File: src/hw/rtl/skt_pkg.sv
// ----------------------------------------------------------------------------
// skt_pkg
// Shared types and constants of the sorted key table: field widths, action
// and status codes, the sequencer states and the per-cell control group.
// ----------------------------------------------------------------------------
package skt_pkg;

   localparam int KEY_W   = 14;
   localparam int CNT_W   = 9;
   localparam int POS_W   = 8;
   localparam int LENF_W  = 9;
   localparam int STAT_W  = 3;
   localparam int ACT_W   = 2;

   localparam logic [KEY_W-1:0] MAX_KEY   = KEY_W'(9999);
   localparam logic [CNT_W-1:0] MAX_COUNT = CNT_W'(256);

   // tree fan-in is 16, so each stage consumes four index bits
   localparam int TREE_RADIX_BITS = 4;

   typedef enum logic [ACT_W-1:0] {
      ACT_INSERT = 2'd0,
      ACT_DELETE = 2'd1,
      ACT_FIND   = 2'd2,
      ACT_READ   = 2'd3
   } action_type;

   typedef enum logic [STAT_W-1:0] {
      ST_OK       = 3'd0,
      ST_DUP      = 3'd1,
      ST_FULL     = 3'd2,
      ST_NOTFOUND = 3'd3,
      ST_INVALID  = 3'd4
   } status_type;

   typedef enum logic [3:0] {
      S_IDLE = 4'b0001,
      S_CMP  = 4'b0010,
      S_TREE = 4'b0100,
      S_DONE = 4'b1000
   } state_type;

   // control group broadcast from the sequencer to every cell
   typedef struct packed {
      logic             cmp_en;
      logic             ins_en;
      logic             del_en;
      logic             by_key;
      logic [KEY_W-1:0] key;
      logic [CNT_W-1:0] cnt;
      logic [POS_W-1:0] position;
   } cell_ctl_type;

endpackage

File: src/hw/rtl/skt_cell.sv
// ----------------------------------------------------------------------------
// skt_cell
// One slot of the table. Holds a key and a count, compares the key against the
// broadcast operand, and shifts in from either neighbor on insert or delete.
// ----------------------------------------------------------------------------
module skt_cell
   import skt_pkg::*;
#(
   parameter int IDX   = 0,
   parameter int IDX_W = 8,
   parameter int LEN_W = 9,
   parameter int TW    = 1 + IDX_W + KEY_W + CNT_W
) (
   input  logic             clock,
   input  cell_ctl_type     ctl,
   input  logic [LEN_W-1:0] len,
   input  logic [KEY_W-1:0] left_key,
   input  logic [CNT_W-1:0] left_cnt,
   input  logic             left_lt,
   input  logic [KEY_W-1:0] right_key,
   input  logic [CNT_W-1:0] right_cnt,
   output logic [KEY_W-1:0] cell_key,
   output logic [CNT_W-1:0] cell_cnt,
   output logic             cell_lt,
   output logic [TW-1:0]    cell_leaf
);

   logic [KEY_W-1:0] key_ff, key_in;
   logic [CNT_W-1:0] cnt_ff, cnt_in;
   logic             lt_ff, lt_in;
   logic             pos_eq_ff, pos_eq_in;
   logic             below_len;
   logic             boundary;
   logic             at_or_after;
   logic             sel;

   assign below_len   = 32'(len) > 32'(IDX);
   assign at_or_after = 32'(IDX) >= 32'(ctl.position);
   // first slot whose key is not below the operand
   assign boundary    = left_lt && !lt_ff;
   assign sel         = ctl.by_key ? boundary : pos_eq_ff;

   always_comb begin
      lt_in     = lt_ff;
      pos_eq_in = pos_eq_ff;
      key_in    = key_ff;
      cnt_in    = cnt_ff;
      if (ctl.cmp_en) begin
         lt_in     = below_len && (key_ff < ctl.key);
         pos_eq_in = 32'(ctl.position) == 32'(IDX);
      end
      if (ctl.ins_en && !lt_ff) begin
         key_in = boundary ? ctl.key : left_key;
         cnt_in = boundary ? ctl.cnt : left_cnt;
      end
      if (ctl.del_en && at_or_after) begin
         key_in = right_key;
         cnt_in = right_cnt;
      end
   end

   always_ff @(posedge clock) begin
      lt_ff     <= lt_in;
      pos_eq_ff <= pos_eq_in;
      key_ff    <= key_in;
      cnt_ff    <= cnt_in;
   end

   assign cell_key  = key_ff;
   assign cell_cnt  = cnt_ff;
   assign cell_lt   = lt_ff;
   assign cell_leaf = sel ? {below_len, IDX_W'(IDX), key_ff, cnt_ff} : '0;

endmodule

File: config.mk
export PLATFORM = sky130hd
export DESIGN_NAME = skt_cell
export DESIGN_NICKNAME = d
export VERILOG_FILES = /design/src/hw/rtl/skt_pkg.sv /design/src/hw/rtl/skt_cell.sv
export SDC_FILE = /design/constraint.sdc
export NUM_CORES = 1
export LEC_CHECK = 0
export ABC_AREA = 0
export BUFFER_PORTS_ARGS = -buffer_cell sky130_fd_sc_hd__buf_2
export CAP_MARGIN = 15
export CORE_UTILIZATION = 25
export CTS_BUF_LIST = sky130_fd_sc_hd__clkbuf_16
export DETAILED_ROUTE_END_ITERATION = 7
export HOLD_SLACK_MARGIN = 0.08
export SKIP_LAST_GASP = 1
export SYNTH_ARGS = -nofsm -noshare
export SYNTH_HDL_FRONTEND = slang
export SYNTH_SLANG_ARGS = --single-unit
export TNS_END_PERCENT = 10
File: constraint.sdc
create_clock -name clock -period 3.7 [get_ports clock]
set_clock_uncertainty 0.1 [all_clocks]
set_input_delay 0.74 -clock clock [delete_from_list [all_inputs] [get_ports clock]]
set_output_delay 0.74 -clock clock [all_outputs]
set_load 0.01 [all_outputs]
==> impl_metrics.csv <==
group,metric,value,unit
synth,synth_most_common_cell,"a21oi_1",
timing,finalHoldViolCount,0,
route,drt_iter0_drc,42,
setup_path,cp_common_cell,"buf_2",
route,drtAntennaViolNets,0,
floorplanning,fp.dieW,88.5,um
setup_path,crit_arrival,1.58,ns
synth,async_flop_share,0,
setup_path,endpoint_kind,"output pin",
run,maxCapViolations,0,
synth,synth_xor_area_frac,0,
synth,synth_top_family_by_area,"simple AND/OR/NAND/NOR gates",
grt,grt_pass1_vias,1622,
synth,synth_fa_ha_area_frac,0.0869,
cts,clk_latency,0.25,ns
grt,grt_max_degree,47,
timing,worst_slack,1.28,ns
floorplanning,rows,31,
power_and_ir_drop,total_power,789,uW
min_path,hp-class,"in2reg",
grt,antenna_found_initial,0,
floorplanning,design.core.area,0.00725,mm2
cts,cts_tree,"done",
cts,cts_num_sinks,25,
timing,slew_headroom,0.560,
floorplanning,dieArea,0.00784,mm2
cts,path_clk_slew,0.06,ns
timing,tightest_slew,0.660,ns
place,dp_hpwl,3.97,mm
route,vias,1844,
synth,synth-seq-cells,25,
floorplanning,io_pins,148,
outcome,outcome,"finished, final reports clean",
synth,synthMuxAreaShare,0.128,
floorplanning,die-height,88.5,um
power_and_ir_drop,peakVddDrop,0.146,mV
layout,finalNetCount,438,
synth,synth_cells,195,
place,placed_cells,426,
power_and_ir_drop,leakagePower,0.00138,uW
cts,clockRootBuffer,"clkbuf_16",
timing,finalSetupViolations,0,
setup_path,critPathKind,"in2out",
synth,yosysSeqAreaShare,0.401,
route,totalWireLength,4.98,mm
route,drc_errors,0,
timing,maxSlewViolCount,0,
cts,clk_path_buf_depth,2,
synth,synth_area_leaders,"edfxtp_1 (40%), mux2i_1 (13%), ha_1 (8.7%)",
timing,grt_setup_unrepaired,"no",
synth,synth_top_cell_area_share,0.401,
place,port_buffers,139,
synth,synthesis.area,0.00187,mm2
power_and_ir_drop,p_per_area,289,mW/mm2
cts,cts_buffers,3,
grt,grt_pass1_wl,7.37,mm
setup_path,slowest_delay,0.23,ns
setup_path,slowest_stage,"buf_4",
grt,grt_usage,0.124,
place,place_ws,0.938,ns
timing,fmax,414,MHz
layout,drive_gt1_frac,0.455,
grt,grt_overflow,0,
timing,fin_setup_tns,0,ns
synth,synth.distinct_cells,27,
synth,synth_edf_count,25,
layout,antenna-diode-count,0,
setup_path,cp_max_fo,13,
synth,synth_compound_area_frac,0.108,
setup_path,cp-start-kind,"primary input",
setup_path,crit_chain,"buf_2 -> nor2b_4 -> mux2i_2 -> buf_4 -> nor2b_1 -> buf_2",
place,place_congestion,0.724,
floorplanning,start_util,0.258,
synth,yosys-top-cells-count,"a21oi_1 (26), edfxtp_1 (25), nor2_1 (25), nor2b_1 (25), mux2i_1 (24)",
synth,ys_warn_count,0,
synth,synth_top_cell_by_area,"edfxtp_1",
cts,cts_setup_buffers,0,
cts,cts_htree_levels,1,
layout,area_delta_synth_final,45.7,%
layout,final_cells,431,
timing,fin_crit_sh,0.653,
route,drt_first_pass_iters,4,
cts,ctsHoldBuffers,0,
route,vias_per_cell,4.28,
synth,synthSimpleGateAreaFrac,0.170,
route,wl_per_cell,11.6,um
cts,cts_resized,0,
setup_path,required,2.86,ns
timing,fin_crit,2.42,ns
synth,synth_flop_cell,"edfxtp_1",
synth,syn_area_per_cell,9.60,um2
[through the flow]
stage	area, um2	hold WS, ns	util
final	2730	0.598	0.376
after global routing	2730	0.594	0.376
after CTS	2710	0.592	0.374
after detailed placement	2630	0.694	0.363
after global placement	2630	0.692	0.363
after floorplan	1900	0.677	-
[area by class of cell]
class                           instances  area (um2)
Fill cell                             756        4530
Multi-Input combinational cell        142         970
Sequential cell                        25         751
Timing Repair Buffer                  144         741
Tap cell                               99         124
Clock buffer                            3        75.1
Inverter                               17        63.8
Clock inverter                          1        3.75
[worst max-delay path, delay by kind of cell]
kind / cells / cell delay [ns]
buffers and inverters: 3 / 0.48
multiplexers: 1 / 0.18
AND/OR/NAND/NOR: 2 / 0.18
[kinds of logic (layout without fill, tap and decap cells)]
logic type | after synthesis | after routing
buf+inv | 35 | 165
other cells | 1 | 8
simple gates | 61 | 61
fa+ha+maj | 13 | 13
flops | 25 | 25
mux | 24 | 24
compound gates | 36 | 36
[worst paths after layout]
path / startpoint / cells after the start / end / slack [ns]
max: left_lt / 6 / cell_leaf[8] / 1.28
min: ctl[34] / 1 / pos_eq_ff / 0.60
max reg2reg: cell_key[5] / 5 / cell_lt / 1.65
min reg2reg: cell_key[13] / 2 / cell_lt / 0.71
[registers in the layout, summed over array words and instances (netlist names)]
signal	flops
cell_lt	1
cell_cnt	9
pos_eq_ff	1
cell_key	14
[cell usage in the layout (no fill, tap or decap), types with 2 or more instances in the layout]
cell / n
nand3_1: 2
nor2_1: 25
clkbuf_16: 3
conb_1: 8
edfxtp_1: 25
o211ai_1: 2
buf_2: 139
nor2b_1: 24
mux2i_1: 23
nand4_1: 2
ha_1: 13
a21oi_1: 26
buf_4: 4
a21o_1: 3
inv_1: 18
[power by group]
group	internal, uW	total (uW)	switching [uW]
Clock	144	235	90.9
Sequential	335	346	10.4
Combinational	106	208	102
Total	586	789	203
[per-layer routing]
layer	track usage	part of all wire
met5	0	0
met2	0.227	0.51
met3	0.0168	0.062
met4	0.0308	0.0030
met1	0.152	0.42
(Power assumes the default switching activity.)
